==> src/uniform_grid_spatial_hash_index_defines.svh <==
// Assertion macros used by the spatial hash index datapath.
`ifndef UNIFORM_GRID_SPATIAL_HASH_INDEX_DEFINES_SVH
`define UNIFORM_GRID_SPATIAL_HASH_INDEX_DEFINES_SVH
`ifndef ASSERT_OFF
`define UG_ASSERT(lbl, clk, rst_n, prop) \
  lbl: assert property (@(posedge clk) disable iff (!rst_n) (prop)) else $error("check failed");
`define UG_ASSERT_ALWAYS(lbl, clk, prop) \
  lbl: assert property (@(posedge clk) (prop)) else $error("check failed");
`else
`define UG_ASSERT(lbl, clk, rst_n, prop)
`define UG_ASSERT_ALWAYS(lbl, clk, prop)
`endif
`endif

==> src/ugshi_pkg.sv <==
// Types and constants of the uniform grid spatial hash index.
package ugshi_pkg;

  typedef struct packed {
    logic               cmd;
    logic [30:0]        node_id;
    logic signed [31:0] pos_x;
    logic signed [31:0] pos_y;
    logic signed [31:0] box_w;
    logic signed [31:0] box_h;
    logic [6:0]         max_out;
  } in_item_t;

  typedef struct packed {
    logic [1:0]  status;
    logic        hit_valid;
    logic [30:0] found_id;
    logic        last;
  } out_item_t;

  localparam logic       CMD_INSERT = 1'b0;
  localparam logic       CMD_QUERY  = 1'b1;

  localparam logic [1:0] ST_OK        = 2'd0;
  localparam logic [1:0] ST_BAD_SIZE  = 2'd1;
  localparam logic [1:0] ST_POOL_FULL = 2'd2;

  localparam logic [30:0] DEF_CELL_SIZE = 31'd65536;
  localparam logic [6:0]  RES_MAX       = 7'd64;
  localparam logic [63:0] MASK_NEG_X    = 64'h5555_5555_5555_5555;
  localparam logic [63:0] MASK_NEG_Y    = 64'hAAAA_AAAA_AAAA_AAAA;
  localparam logic signed [35:0] GRID_LIM = 36'sd2147483647;

  // Divider runs one quotient bit per step; the bucket reduction four bits per step.
  localparam logic [5:0] DIV_LAST_STEP = 6'd33;
  localparam logic [5:0] MOD_LAST_STEP = 6'd15;

  typedef enum logic [4:0] {
    S_CLEAR, S_IDLE, S_CHECK, S_DIV_LOAD, S_DIV_RUN, S_DIV_STORE, S_CELL_INIT,
    S_HASH_MUL, S_HASH_ADD, S_HASH_MOD, S_HEAD_RD, S_HEAD_USE, S_CELL_NEXT,
    S_INS_OUT, S_BAD_OUT, S_Q_CHK, S_Q_RD, S_Q_OUT, S_Q_EMPTY
  } state_t;

  typedef struct packed {
    logic capture;
    logic grow;
    logic div_load;
    logic div_step;
    logic div_store;
    logic cell_init;
    logic hash_mul;
    logic hash_add;
    logic mod_step;
    logic head_rd;
    logic push;
    logic mark_full;
    logic cell_step;
    logic q_start;
    logic q_rd;
    logic q_emit;
    logic out_ins;
    logic out_bad;
    logic out_empty;
    logic clr_we;
  } ctl_t;

  typedef struct packed {
    logic is_query;
    logic bad_size;
    logic clr_last;
    logic div_last;
    logic div_all;
    logic mod_last;
    logic pool_full;
    logic y_end;
    logic x_end;
    logic q_none;
    logic q_last;
    logic out_free;
  } sts_t;

endpackage

==> src/ugshi_ctrl.sv <==
// Controller state machine of the spatial hash index.
module ugshi_ctrl (
  input  logic            clk,
  input  logic            rst_n,
  input  logic            in_valid,
  output logic            in_stall,
  input  ugshi_pkg::sts_t sts,
  output ugshi_pkg::ctl_t ctl
);
  import ugshi_pkg::*;

  state_t state_r, state_nxt;

  always_ff @(posedge clk) begin
    if (!rst_n) begin
      state_r <= S_CLEAR;
    end else begin
      state_r <= state_nxt;
    end
  end

  always_comb begin
    state_nxt = state_r;
    unique case (state_r)
      S_CLEAR:     if (sts.clr_last) state_nxt = S_IDLE;
      S_IDLE:      if (in_valid) state_nxt = S_CHECK;
      S_CHECK:     state_nxt = (!sts.is_query && sts.bad_size) ? S_BAD_OUT : S_DIV_LOAD;
      S_DIV_LOAD:  state_nxt = S_DIV_RUN;
      S_DIV_RUN:   if (sts.div_last) state_nxt = S_DIV_STORE;
      S_DIV_STORE: state_nxt = sts.div_all ? S_CELL_INIT : S_DIV_LOAD;
      S_CELL_INIT: state_nxt = S_HASH_MUL;
      S_HASH_MUL:  state_nxt = S_HASH_ADD;
      S_HASH_ADD:  state_nxt = S_HASH_MOD;
      S_HASH_MOD:  if (sts.mod_last) state_nxt = S_HEAD_RD;
      S_HEAD_RD:   state_nxt = S_HEAD_USE;
      S_HEAD_USE:  state_nxt = sts.is_query ? S_Q_CHK : S_CELL_NEXT;
      S_CELL_NEXT: state_nxt = (sts.x_end && sts.y_end) ? S_INS_OUT : S_HASH_MUL;
      S_INS_OUT:   if (sts.out_free) state_nxt = S_IDLE;
      S_BAD_OUT:   if (sts.out_free) state_nxt = S_IDLE;
      S_Q_CHK:     state_nxt = sts.q_none ? S_Q_EMPTY : S_Q_RD;
      S_Q_RD:      state_nxt = S_Q_OUT;
      S_Q_OUT:     if (sts.out_free) state_nxt = sts.q_last ? S_IDLE : S_Q_RD;
      S_Q_EMPTY:   if (sts.out_free) state_nxt = S_IDLE;
      default:     state_nxt = S_IDLE;
    endcase
  end

  always_comb begin
    ctl = '0;
    unique case (state_r)
      S_CLEAR:     ctl.clr_we = 1'b1;
      S_IDLE:      ctl.capture = in_valid;
      S_CHECK:     ctl.grow = !sts.is_query && !sts.bad_size;
      S_DIV_LOAD:  ctl.div_load = 1'b1;
      S_DIV_RUN:   ctl.div_step = 1'b1;
      S_DIV_STORE: ctl.div_store = 1'b1;
      S_CELL_INIT: ctl.cell_init = 1'b1;
      S_HASH_MUL:  ctl.hash_mul = 1'b1;
      S_HASH_ADD:  ctl.hash_add = 1'b1;
      S_HASH_MOD:  ctl.mod_step = 1'b1;
      S_HEAD_RD:   ctl.head_rd = 1'b1;
      S_HEAD_USE: begin
        ctl.q_start   = sts.is_query;
        ctl.mark_full = !sts.is_query && sts.pool_full;
        ctl.push      = !sts.is_query && !sts.pool_full;
      end
      S_CELL_NEXT: ctl.cell_step = !(sts.x_end && sts.y_end);
      S_INS_OUT:   ctl.out_ins = sts.out_free;
      S_BAD_OUT:   ctl.out_bad = sts.out_free;
      S_Q_CHK:     ctl = '0;
      S_Q_RD:      ctl.q_rd = 1'b1;
      S_Q_OUT:     ctl.q_emit = sts.out_free;
      S_Q_EMPTY:   ctl.out_empty = sts.out_free;
      default:     ctl = '0;
    endcase
  end

  assign in_stall = (state_r != S_IDLE);
endmodule

==> config.mk <==
export PLATFORM = sky130hd
export DESIGN_NAME = ugshi_ctrl
export DESIGN_NICKNAME = d
export VERILOG_FILES = /design/src/uniform_grid_spatial_hash_index_defines.svh /design/src/ugshi_pkg.sv /design/src/ugshi_ctrl.sv
export SDC_FILE = /design/constraint.sdc
export NUM_CORES = 1
export LEC_CHECK = 0
export ABC_CLOCK_PERIOD_IN_PS = 5400
export BUFFER_PORTS_ARGS = -buffer_cell sky130_fd_sc_hd__buf_2
export CAP_MARGIN = 15
export CORE_MARGIN = 5
export CORE_UTILIZATION = 49
export CTS_CLUSTER_SIZE = 20
export DETAILED_ROUTE_END_ITERATION = 12
export GPL_TIMING_DRIVEN = 0
export PLACE_DENSITY = 0.84
export SETUP_SLACK_MARGIN = 0.02
export SLEW_MARGIN = 20
export SYNTH_ARGS = -nofsm -noshare
export SYNTH_HDL_FRONTEND = slang
export SYNTH_SLANG_ARGS = --single-unit
==> constraint.sdc <==
create_clock -name clk -period 5.4 [get_ports clk]
set_input_delay 0.27 -clock clk [delete_from_list [all_inputs] [get_ports clk]]
set_output_delay 0.27 -clock clk [all_outputs]
set_load 0.03 [all_outputs]
## After elaboration in Yosys (flattened, before gate mapping)

Index checks and enable logic that the tools add are counted.

| operators by class | value |
|---|---|
| reductions and logical operators | 12 |
| eq/ne operators | 25 |
| multiplexer cells | 32 |

Operators by type and width:

| kind | count |
|---|---|
| 5-bit case mux with 17 select lines | 1 |
| 5-bit by 4-bit == test with 1-bit output, second input constant | 8 |
| 5-bit two-way mux | 7 |
| 5-bit by 3-bit == test with 1-bit output, second input constant | 4 |
| 1-bit two-way mux | 18 |
| 5-bit == test, second input constant | 3 |
| 5-bit by 2-bit == test with 1-bit output, second input constant | 2 |
| 2-bit != test, second input constant | 5 |
| 4-bit two-way mux | 2 |
| 2-bit two-way mux | 3 |
| 6-bit AND reduction | 1 |
| 5-bit by 1-bit == test with 1-bit output, second input constant | 1 |
| 1-bit logical AND | 5 |
| 5-bit logical NOT | 1 |
| 5-bit by 1-bit != test with 1-bit output, second input constant | 1 |
| 1-bit logical NOT | 4 |
| 3-bit two-way mux | 1 |
| 3-bit OR reduction | 1 |
| 2-bit by 1-bit != test with 1-bit output, second input constant | 1 |

| word-level totals | value |
|---|---|
| word-level logic and storage cells | 70 |
| output and inout bits | 21 |
| input port bits | 15 |
| bits in registers | 5 |

## Longest topological paths before layout

Gate-level depths: netlist (run 1).

| depth | value |
|---|---|
| depth after elaboration | 4 |
| depth in mapped cells | 7 |
| mapped depth without buffers | 4 |

## Least setup slack after synthesis (run 1)

No wires, ideal clock.

| timing | value |
|---|---|
| path type | register to output |
| start | reg state_r[0] |
| end | out ctl[1] (netlist name) |
| cell stages (with the launch flop) | 5 |
| data arrival time | 1900 ps |
| data required time | 5130 ps |
| buffers on the path | 2 |
| slack | 3230 ps |
| path through | dfxtp_1 -> clkbuf_1 -> or2_1 -> clkbuf_1 -> nor4b_1 |

RTL lines:

| element | line | text |
|---|---|---|
| from (decl) | ugshi_ctrl.sv:12 | `state_t state_r, state_nxt;` |
| from (signal assigned) | ugshi_ctrl.sv:18 | `state_r <= state_nxt;` |
| to (decl) | ugshi_ctrl.sv:8 | `output ugshi_pkg::ctl_t ctl` |

==> results_dict.tcl, run 1 <==
set metrics [dict create \
    status "complete, no violations" \
    tightestPinTransition_ns 0.456 \
    gp_congestion 0.871 \
    layout_min_cycle_time_ns 2.30 \
    worst_skew_pair_latency_ns 0.25 \
    worst-endpoint-arrival_ns 2.03 \
    globalRouteOverflowTotal 0 \
    yosys_most_used_dff "sky130_fd_sc_hd__dfxtp_1" \
    clock_tree.buffer_depth 2 \
    antenna_diode_count 0 \
    synth_nets 130 \
    totalPowerFinal_uw 528 \
    floorplan.rows 14 \
    drt_antenna_net_count 0 \
    place.detailed.hpwl_um 1810 \
    registers.top_by_ff_count "state_r" \
    final_min_period_over_clock_period_pct 42.5 \
    biggestRegsByFlops "state_r: 5 flops" \
    slew-limit-headroom_pct 69.6 \
    syn2layout_area_growth_pct 28.5 \
    global_route_wire_length_before_repair_um 3970 \
    critical_path_peak_fanout 10 \
    cts-htree-levels 1 \
    mappedNetlistArea_um2 758 \
    ys_top_cells_by_area "sky130_fd_sc_hd__dfxtp_1, sky130_fd_sc_hd__nor2_1, sky130_fd_sc_hd__a211oi_1" \
    cts_bufs_inserted 3 \
    finalMaxSlewViolations 0 \
    wl_um 2460 \
    synth.top_cell.area_share_pct 13.2 \
    power_density_nw_per_um2 542 \
    grt_antenna_before_repair 0 \
    worstHoldPathType "in2reg" \
    yosysUniqueCellTypes 42 \
    detail_route.drc_violations 0 \
    drive_above_1_share_pct 31.4 \
    cp-start-kind "flip-flop" \
    clock_slew_seen_by_the_registers_of_the_worst_setup_and_hold_paths_ns 0.05 \
    synth-async-reset-ratio_pct 0 \
    cts_setup_buffers 0 \
    grt_use_met2_pct 32.4 \
    postLayoutCoreUtil_pct 65.5 \
    maxCapViolCount 0 \
    required_ns 5.13 \
    yosys-top-cells-count "sky130_fd_sc_hd__nor2_1, sky130_fd_sc_hd__nand2_1, sky130_fd_sc_hd__clkbuf_1, sky130_fd_sc_hd__nor3_1, sky130_fd_sc_hd__inv_1" \
    grtUsageMet1_pct 23.9 \
    grt_pass1_vias 949 \
    tritoncts_clock_tree "built" \
    synth-seq-area-share_pct 13.2 \
    fin_skew_ns 0.00830 \
    report.final.hold_viol_count 0 \
    port_bufs 34 \
    grt_usage_pct 19.9 \
    postSynthCellCount 115 \
    yosysWarnings 0 \
    crit_type "reg2out" \
    fp.dieH_um 49.3 \
    detailedRoute.firstIterationViolations 40 \
    die_width_um 49.3 \
    setup_viol 0 \
    core-area_um2 1490 \
    final.setup.tns_ns 0 \
    clkSinkCount 5 \
    synth.largest_area_cell "sky130_fd_sc_hd__dfxtp_1" \
    synth.most_common_cell "sky130_fd_sc_hd__nor2_1" \
    global_route_track_usage_on_met3_pct 5.50 \
    vdd.ir_drop.worst_mv 0.397 \
    timing.fmax_mhz 436 \
    vias_after_detailed_routing 1002 \
    dieArea_um2 2430 \
    grt_busiest_layer "met2" \
    synthesis.area_per_instance_um2 6.59 \
    synth.ff_latch_count 5 \
    drt_first_pass_iters 5 \
    largest_net_degree_at_the_start_of_global_routing 11 \
    unrepaired_setup_endpoints_after_global_routing "false" \
    postCtsResizedCells 0 \
    initial_utilization_pct 50.9 \
    fin_worst_hold_slack_ns 0.332 \
    flip_flop_count_of_the_largest_register_after_layout 5 \
    num_io_pins 36 \
    wire_per_inst_um 14.5 \
    clock-root-buffer "sky130_fd_sc_hd__clkbuf_4" \
    power_leakage_uw 0.000453 \
    number_of_synthesized_flops_with_an_enable_pin 0 \
    worst_setup_path_end_kind "output pin" \
    vias_per_cell 5.93 \
    layout.nets 169 \
    hold_buffers 0 \
]
final timing paths:
path | from | endpoint | slack, ns | cells after the start
max | state_r[1]$_SDFFE_PN0P_ | ctl[8] | 3.10 | 6
min | rst_n | state_r[2]$_SDFFE_PN0P_ | 0.33 | 3
max reg2reg | state_r[0]$_SDFFE_PN0P_ | state_r[1]$_SDFFE_PN0P_ | 3.39 | 7
min reg2reg | state_r[2]$_SDFFE_PN0P_ | state_r[2]$_SDFFE_PN0P_ | 0.87 | 4
critical path, cell delays in order (launching register included):
cell                       delay [ns]
sky130_fd_sc_hd__dfxtp_1         0.29
sky130_fd_sc_hd__buf_2           0.19
sky130_fd_sc_hd__clkbuf_1        0.35
sky130_fd_sc_hd__nor3b_1         0.32
sky130_fd_sc_hd__nand3_1         0.17
sky130_fd_sc_hd__nor3b_1         0.21
sky130_fd_sc_hd__buf_2           0.22
metal layers:
layer / vias to the layer above / routed length (um)
met3: 8 / 225
met4: 0 / 41
met2: 65 / 1160
met5: - / 0
li1: 492 / -
met1: 437 / 1030
metrics by stage:
stage | cells | area [um^2] | setup slack [ns]
2_1_floorplan | 115 | 758 | 3.23
5_1_grt | 169 | 975 | 2.91
3_5_place_dp | 165 | 948 | 3.42
4_1_cts | 169 | 975 | 3.15
6_report | 169 | 975 | 3.10
3_3_place_gp | 165 | 948 | 3.46
area by class of cell:
type / count / area [um^2]
fillers: 143 / 514
clock buffers: 4 / 26.3
well taps: 16 / 20.0
repair buffers: 34 / 170
flip-flops and latches: 5 / 100
plain buffers: 14 / 70.1
multi-input cells: 90 / 566
inverters: 6 / 22.5
cell families (layout without fill, tap and decap cells):
family,after synthesis,count (layout),share of synthesized area [%]
and+or+nand+nor,64,64,48.0
AOI/OAI and AO/OA,22,22,21.5
buffers and inverters,20,58,12.2
DFF,5,5,13.2
muxes,3,3,3.96
xor gates and xnor gates,1,1,1.16
power by group:
| group | internal [uW] | total, uW | switching [uW] |
|---|---|---|---|
| logic | 161 | 430 | 269 |
| clock network | 28.0 | 43.4 | 15.5 |
| registers | 51.2 | 54.9 | 3.64 |
placed cells by master (no fill, tap or decap), drive strengths merged, types with 3 or more instances in the layout:
cell / instances
nor2: 16
clkbuf: 12
nand2b: 4
dfxtp: 5
nor4: 4
a31oi: 3
and3: 3
or3b: 4
mux2i: 3
nor2b: 3
inv: 6
nand2: 9
nand3b: 3
buf: 40
nor3: 7
a211oi: 5
Note: power is estimated with default switching activity, not from simulation.
==> run 2, diff against run 1 <==
--- a/config.mk
+++ b/config.mk
@@ -5,15 +5,15 @@
 export SDC_FILE = /design/constraint.sdc
 export NUM_CORES = 1
 export LEC_CHECK = 0
-export ABC_CLOCK_PERIOD_IN_PS = 5400
+export ABC_CLOCK_PERIOD_IN_PS = 2200
 export BUFFER_PORTS_ARGS = -buffer_cell sky130_fd_sc_hd__buf_2
 export CAP_MARGIN = 15
 export CORE_MARGIN = 5
-export CORE_UTILIZATION = 49
+export CORE_UTILIZATION = 45
 export CTS_CLUSTER_SIZE = 20
 export DETAILED_ROUTE_END_ITERATION = 12
 export GPL_TIMING_DRIVEN = 0
-export PLACE_DENSITY = 0.84
+export PLACE_DENSITY = 0.78
 export SETUP_SLACK_MARGIN = 0.02
 export SLEW_MARGIN = 20
 export SYNTH_ARGS = -nofsm -noshare
==> constraint.sdc (replaced) <==
create_clock -name clk -period 2.2 [get_ports clk]
set_input_delay 0.11 -clock clk [delete_from_list [all_inputs] [get_ports clk]]
set_output_delay 0.11 -clock clk [all_outputs]
set_load 0.03 [all_outputs]
==> results_dict.tcl, run 2 (synthesized netlist as in run 1, its figures left out) <==
set metrics [dict create \
    largest_net_degree_at_the_start_of_global_routing 11 \
    core-area_um2 1560 \
    setup_viol 0 \
    clock_tree.buffer_depth 2 \
    slew-limit-headroom_pct 68.9 \
    floorplan.rows 14 \
    timing.rr.start "state_r[1]$_SDFFE_PN0P_" \
    tightestPinTransition_ns 0.455 \
    seq_power_share_pct 10.6 \
    worst_setup_path_end_kind "output pin" \
    switching_share_pct 54.5 \
    worst_skew_pair_latency_ns 0.25 \
    timing.fmax_mhz 499 \
    biggestRegsByFlops "state_r: 5 flops" \
    port_bufs 34 \
    power_density_nw_per_um2 1330 \
    postLayoutCoreUtil_pct 62.3 \
    vias_per_cell 5.95 \
    layout.cells.non_filler 168 \
    tritoncts_clock_tree "built" \
    antenna_diode_count 0 \
    finish.instance_area_um2 971 \
    postCtsResizedCells 0 \
    required_ns 2.09 \
    gp_congestion 0.873 \
    wl_um 2390 \
    drt_antenna_net_count 0 \
    dp.cells 165 \
    hold_buffers 0 \
    report.final.hold_viol_count 0 \
    vdd.ir_drop.worst_mv 0.666 \
    power_leakage_uw 0.000452 \
    flip_flop_count_of_the_largest_register_after_layout 5 \
    switchingPower_uw 703 \
    worstRegToRegCells 5 \
    drive_above_1_share_pct 31.6 \
    layout_min_cycle_time_ns 2.01 \
    most_common_library_cell_in_the_layout_ignoring_fill_and_taps "sky130_fd_sc_hd__buf_2" \
    grt_usage_pct 18.7 \
    cts-htree-levels 1 \
    globalRouteOverflowTotal 0 \
    unrepaired_setup_endpoints_after_global_routing "false" \
    power.share.combinational_pct 80.5 \
    placement.setup.worst_slack_ns 0.232 \
    clock-root-buffer "sky130_fd_sc_hd__clkbuf_4" \
    cts_setup_buffers 0 \
    placed_area_um2 948 \
    global_route_wire_length_before_repair_um 3830 \
    syn2layout_area_growth_pct 28.1 \
    num_io_pins 36 \
    clock_slew_seen_by_the_registers_of_the_worst_setup_and_hold_paths_ns 0.05 \
    reg2reg_setup_slack_ns 0.22 \
    registers.top_by_ff_count "state_r" \
    most-common-layout-cells "sky130_fd_sc_hd__buf_2, sky130_fd_sc_hd__nor2_1, sky130_fd_sc_hd__nand2_1" \
    cp-start-kind "flip-flop" \
    detailedRoute.firstIterationViolations 41 \
    vias_after_detailed_routing 999 \
    place.detailed.hpwl_um 1800 \
    final_min_period_over_clock_period_pct 91.2 \
    grt_antenna_before_repair 0 \
    detail_route.drc_violations 0 \
    worstHoldPathType "in2reg" \
    initial_utilization_pct 48.6 \
    fin_skew_ns 0.00150 \
    finalMaxSlewViolations 0 \
    regToRegEndpoint "state_r[3]$_SDFFE_PN0P_" \
    final.setup.tns_ns 0 \
    cts_bufs_inserted 3 \
    critical_path_peak_fanout 10 \
    worst_setup_path_endpoint "ctl[19]" \
    post-route-worst-setup-slack_ns 0.194 \
    worst-endpoint-arrival_ns 1.90 \
    filler_cell_count 159 \
    grt_pass1_vias 930 \
    fp.dieH_um 51.1 \
    wire_per_inst_um 14.2 \
    critical_path.startpoint "state_r[0]$_SDFFE_PN0P_" \
    maxCapViolCount 0 \
    power.clock.fraction_pct 8.9 \
    drt_first_pass_iters 6 \
    layout.nets 168 \
    power_report.internal_total_uw 587 \
    die_width_um 51.1 \
    clkSinkCount 5 \
    crit_type "reg2out" \
    dieArea_um2 2610 \
    status "complete, no violations" \
]
run 2: power groups by stage:
| stage | combinational, uW | clock (uW) | sequential [uW] |
|---|---|---|---|
| after global routing | 1120 | 121 | 141 |
| after detailed placement | 1030 | 0 | 138 |
| after CTS | 1040 | 114 | 136 |
| after floorplan | 810 | 0 | 135 |
| after global placement | 1020 | 0 | 136 |
| final | 1040 | 115 | 136 |
run 2: worst min-delay path by stage:
stage,from,end,cells after the start
floorplan,rst_n,state_r[2]$_SDFFE_PN0P_,2
detailed placement,rst_n,state_r[2]$_SDFFE_PN0P_,3
CTS,rst_n,state_r[2]$_SDFFE_PN0P_,3
global route,rst_n,state_r[2]$_SDFFE_PN0P_,3
global placement,rst_n,state_r[4]$_SDFFE_PN0P_,3
finish,rst_n,state_r[2]$_SDFFE_PN0P_,3
run 2: per-layer routing:
layer / wire, um / GRT usage [%] / vias up
met3: 202 / 3.78 / 4
met2: 1110 / 30.3 / 49
met1: 1060 / 24.6 / 457
li1: - / - / 489
met5: 0 / 0 / -
met4: 19 / 6.28 / 0
run 2: layout make-up:
class	instances	area (um^2)	share of cell area (%)
tap	16	20.0	2.06
inverter	6	22.5	2.32
clock buffer	4	26.3	2.71
multi-input combinational	90	566	58.2
timing repair buffer	34	170	17.5
sequential	5	100	10.3
buffer	13	66.3	6.83
run 2: worst max-delay path, stage by stage, from the launching register on:
cell and delay, ns:
sky130_fd_sc_hd__dfxtp_1 0.30, sky130_fd_sc_hd__clkbuf_1 0.31, sky130_fd_sc_hd__clkbuf_1 0.39, sky130_fd_sc_hd__nor2b_1 0.26, sky130_fd_sc_hd__and3_1 0.18, sky130_fd_sc_hd__buf_2 0.19
run 2: metrics by stage:
stage,hold slack [ns],total power (uW)
floorplan,0.258,944
global placement,0.411,1160
detailed placement,0.412,1170
CTS,0.147,1290
global route,0.163,1390
finish,0.154,1290
==> run 3, diff against run 2 <==
--- a/config.mk
+++ b/config.mk
@@ -19,3 +19,4 @@
 export SYNTH_ARGS = -nofsm -noshare
 export SYNTH_HDL_FRONTEND = slang
 export SYNTH_SLANG_ARGS = --single-unit
+export TNS_END_PERCENT = 50
==> constraint.sdc (replaced) <==
create_clock -name clk -period 2.2 [get_ports clk]
set_input_delay 0.44 -clock clk [delete_from_list [all_inputs] [get_ports clk]]
set_output_delay 0.44 -clock clk [all_outputs]
set_load 0.03 [all_outputs]
==> results_dict.tcl, run 3 (synthesized netlist as in run 1, its figures left out) <==
set metrics [dict create \
    flip_flop_count_of_the_largest_register_after_layout 5 \
    switching_share_pct 54.1 \
    most-common-layout-cells "sky130_fd_sc_hd__buf_2, sky130_fd_sc_hd__nor2_1, sky130_fd_sc_hd__nand2_1" \
    vias_per_cell 6.14 \
    drt_first_pass_iters 4 \
    final_min_period_over_clock_period_pct 95.1 \
    wire_per_inst_um 15.3 \
    setup_viol 0 \
    clkSinkCount 5 \
    detail_route.drc_violations 0 \
    dieArea_um2 2610 \
    fin_skew_ns 0.000514 \
    vias_after_detailed_routing 1013 \
    critical_path.startpoint "state_r[1]$_SDFFE_PN0P_" \
    syn2layout_area_growth_pct 35.3 \
    clock_tree.buffer_depth 2 \
    grt_pass1_vias 952 \
    finish.instance_area_um2 1030 \
    worst-endpoint-arrival_ns 1.65 \
    layout.cells.non_filler 165 \
    power.share.combinational_pct 80.8 \
    cts_bufs_inserted 3 \
    cp-start-kind "flip-flop" \
    globalRouteOverflowTotal 0 \
    critical_path_peak_fanout 9 \
    switchingPower_uw 725 \
    report.final.hold_viol_count 0 \
    initial_utilization_pct 48.6 \
    unrepaired_setup_endpoints_after_global_routing "false" \
    grt_antenna_before_repair 0 \
    tightestPinTransition_ns 0.385 \
    placement.setup.worst_slack_ns 0.0149 \
    timing.hold.worst.start "rst_n" \
    die_width_um 51.1 \
    status "complete, no violations" \
    power_report.internal_total_uw 615 \
    seq_power_share_pct 11.5 \
    gp_congestion 0.918 \
    num_io_pins 36 \
    registers.top_by_ff_count "state_r" \
    drive_above_1_share_pct 39.6 \
    fp.dieH_um 51.1 \
    crit_type "reg2out" \
    worst_setup_path_end_kind "output pin" \
    place.detailed.hpwl_um 1930 \
    timing.rr.start "state_r[2]$_SDFFE_PN0P_" \
    port_bufs 34 \
    wl_um 2520 \
    power_leakage_uw 0.000469 \
    clock_slew_seen_by_the_registers_of_the_worst_setup_and_hold_paths_ns 0.04 \
    finalMaxSlewViolations 0 \
    maxCapViolCount 0 \
    grt_usage_pct 20.3 \
    antenna_diode_count 0 \
    largest_net_degree_at_the_start_of_global_routing 20 \
    vdd.ir_drop.worst_mv 0.657 \
    layout_min_cycle_time_ns 2.09 \
    biggestRegsByFlops "state_r: 5 flops" \
    timing.fmax_mhz 478 \
    detailedRoute.firstIterationViolations 20 \
    global_route_wire_length_before_repair_um 4110 \
    clock-root-buffer "sky130_fd_sc_hd__clkbuf_4" \
    required_ns 1.76 \
    postLayoutCoreUtil_pct 65.8 \
    core-area_um2 1560 \
    worstHoldPathType "in2reg" \
    fin_worst_hold_slack_ns 0.516 \
    cts-htree-levels 1 \
    power.clock.fraction_pct 7.7 \
    dp.cells 165 \
    floorplan.rows 14 \
    placed_area_um2 961 \
    slew-limit-headroom_pct 73.6 \
    post-route-worst-setup-slack_ns 0.109 \
    tritoncts_clock_tree "built" \
    worst_skew_pair_latency_ns 0.24 \
    power_density_nw_per_um2 1310 \
    drt_antenna_net_count 0 \
    most_common_library_cell_in_the_layout_ignoring_fill_and_taps "sky130_fd_sc_hd__buf_2" \
    reg2reg_setup_slack_ns 0.21 \
    layout.nets 165 \
]
## run 3: changes by cell type in the layout (fill, tap and decap cells not counted), sizes merged
| cell | delta |
|---|---|
| buf | -1 |
| clkbuf | -2 |
## run 3: per-layer routing
metal | global-route usage, % | share of wire [%] | vias to the layer above
met5 | 0 | 0 | -
met2 | 33.5 | 47 | 50
met3 | 4.65 | 8.3 | 2
met1 | 26.6 | 44 | 478
met4 | 4.93 | 0.20 | 0
li1 | - | - | 483
## run 3: timing repair
item | 4_1_cts | 5_1_grt
pin swaps | 0 | 1
setup endpoints to repair | 7 | 15
gates resized for setup | 7 | 12
buffers inserted | 0 | 0
hold buffers | 0 | 0
## run 3: critical path, cell delays in order, from the launching register on
cell and delay [ns]:
sky130_fd_sc_hd__dfxtp_1 0.30, sky130_fd_sc_hd__clkbuf_4 0.19, sky130_fd_sc_hd__or3b_1 0.48, sky130_fd_sc_hd__nor4_2 0.25, sky130_fd_sc_hd__buf_4 0.20
## run 3: through the flow
step           TNS, ns  power, uW
3_5_place_dp         0       1190
4_1_cts              0       1320
6_report             0       1340
5_1_grt              0       1450
2_1_floorplan   -0.108        954
3_3_place_gp         0       1170
## run 3: final timing paths
| path | to | depth (start not counted) |
|---|---|---|
| hold reg to reg | state_r[2]$_SDFFE_PN0P_ | 3 |
| hold / removal | state_r[4]$_SDFFE_PN0P_ | 3 |
| setup reg to reg | state_r[3]$_SDFFE_PN0P_ | 6 |
| setup / recovery | ctl[18] | 4 |
## run 3: cell type report
type / count / area [um^2]
flip-flops and latches: 5 / 101
multi-input cells: 90 / 604
plain buffers: 10 / 71.3
repair buffers: 34 / 180
well taps: 16 / 20.0
clock buffers: 4 / 26.3
fillers: 144 / 533
inverters: 6 / 22.5
## run 3: power by group through the flow
stage / Combinational [uW] / Clock [uW] / Sequential, uW
after floorplan: 819 / 0 / 135
after global placement: 1040 / 0 / 136
after detailed placement: 1060 / 0 / 137
after CTS: 1080 / 108 / 135
after global routing: 1170 / 120 / 159
final: 1080 / 104 / 154
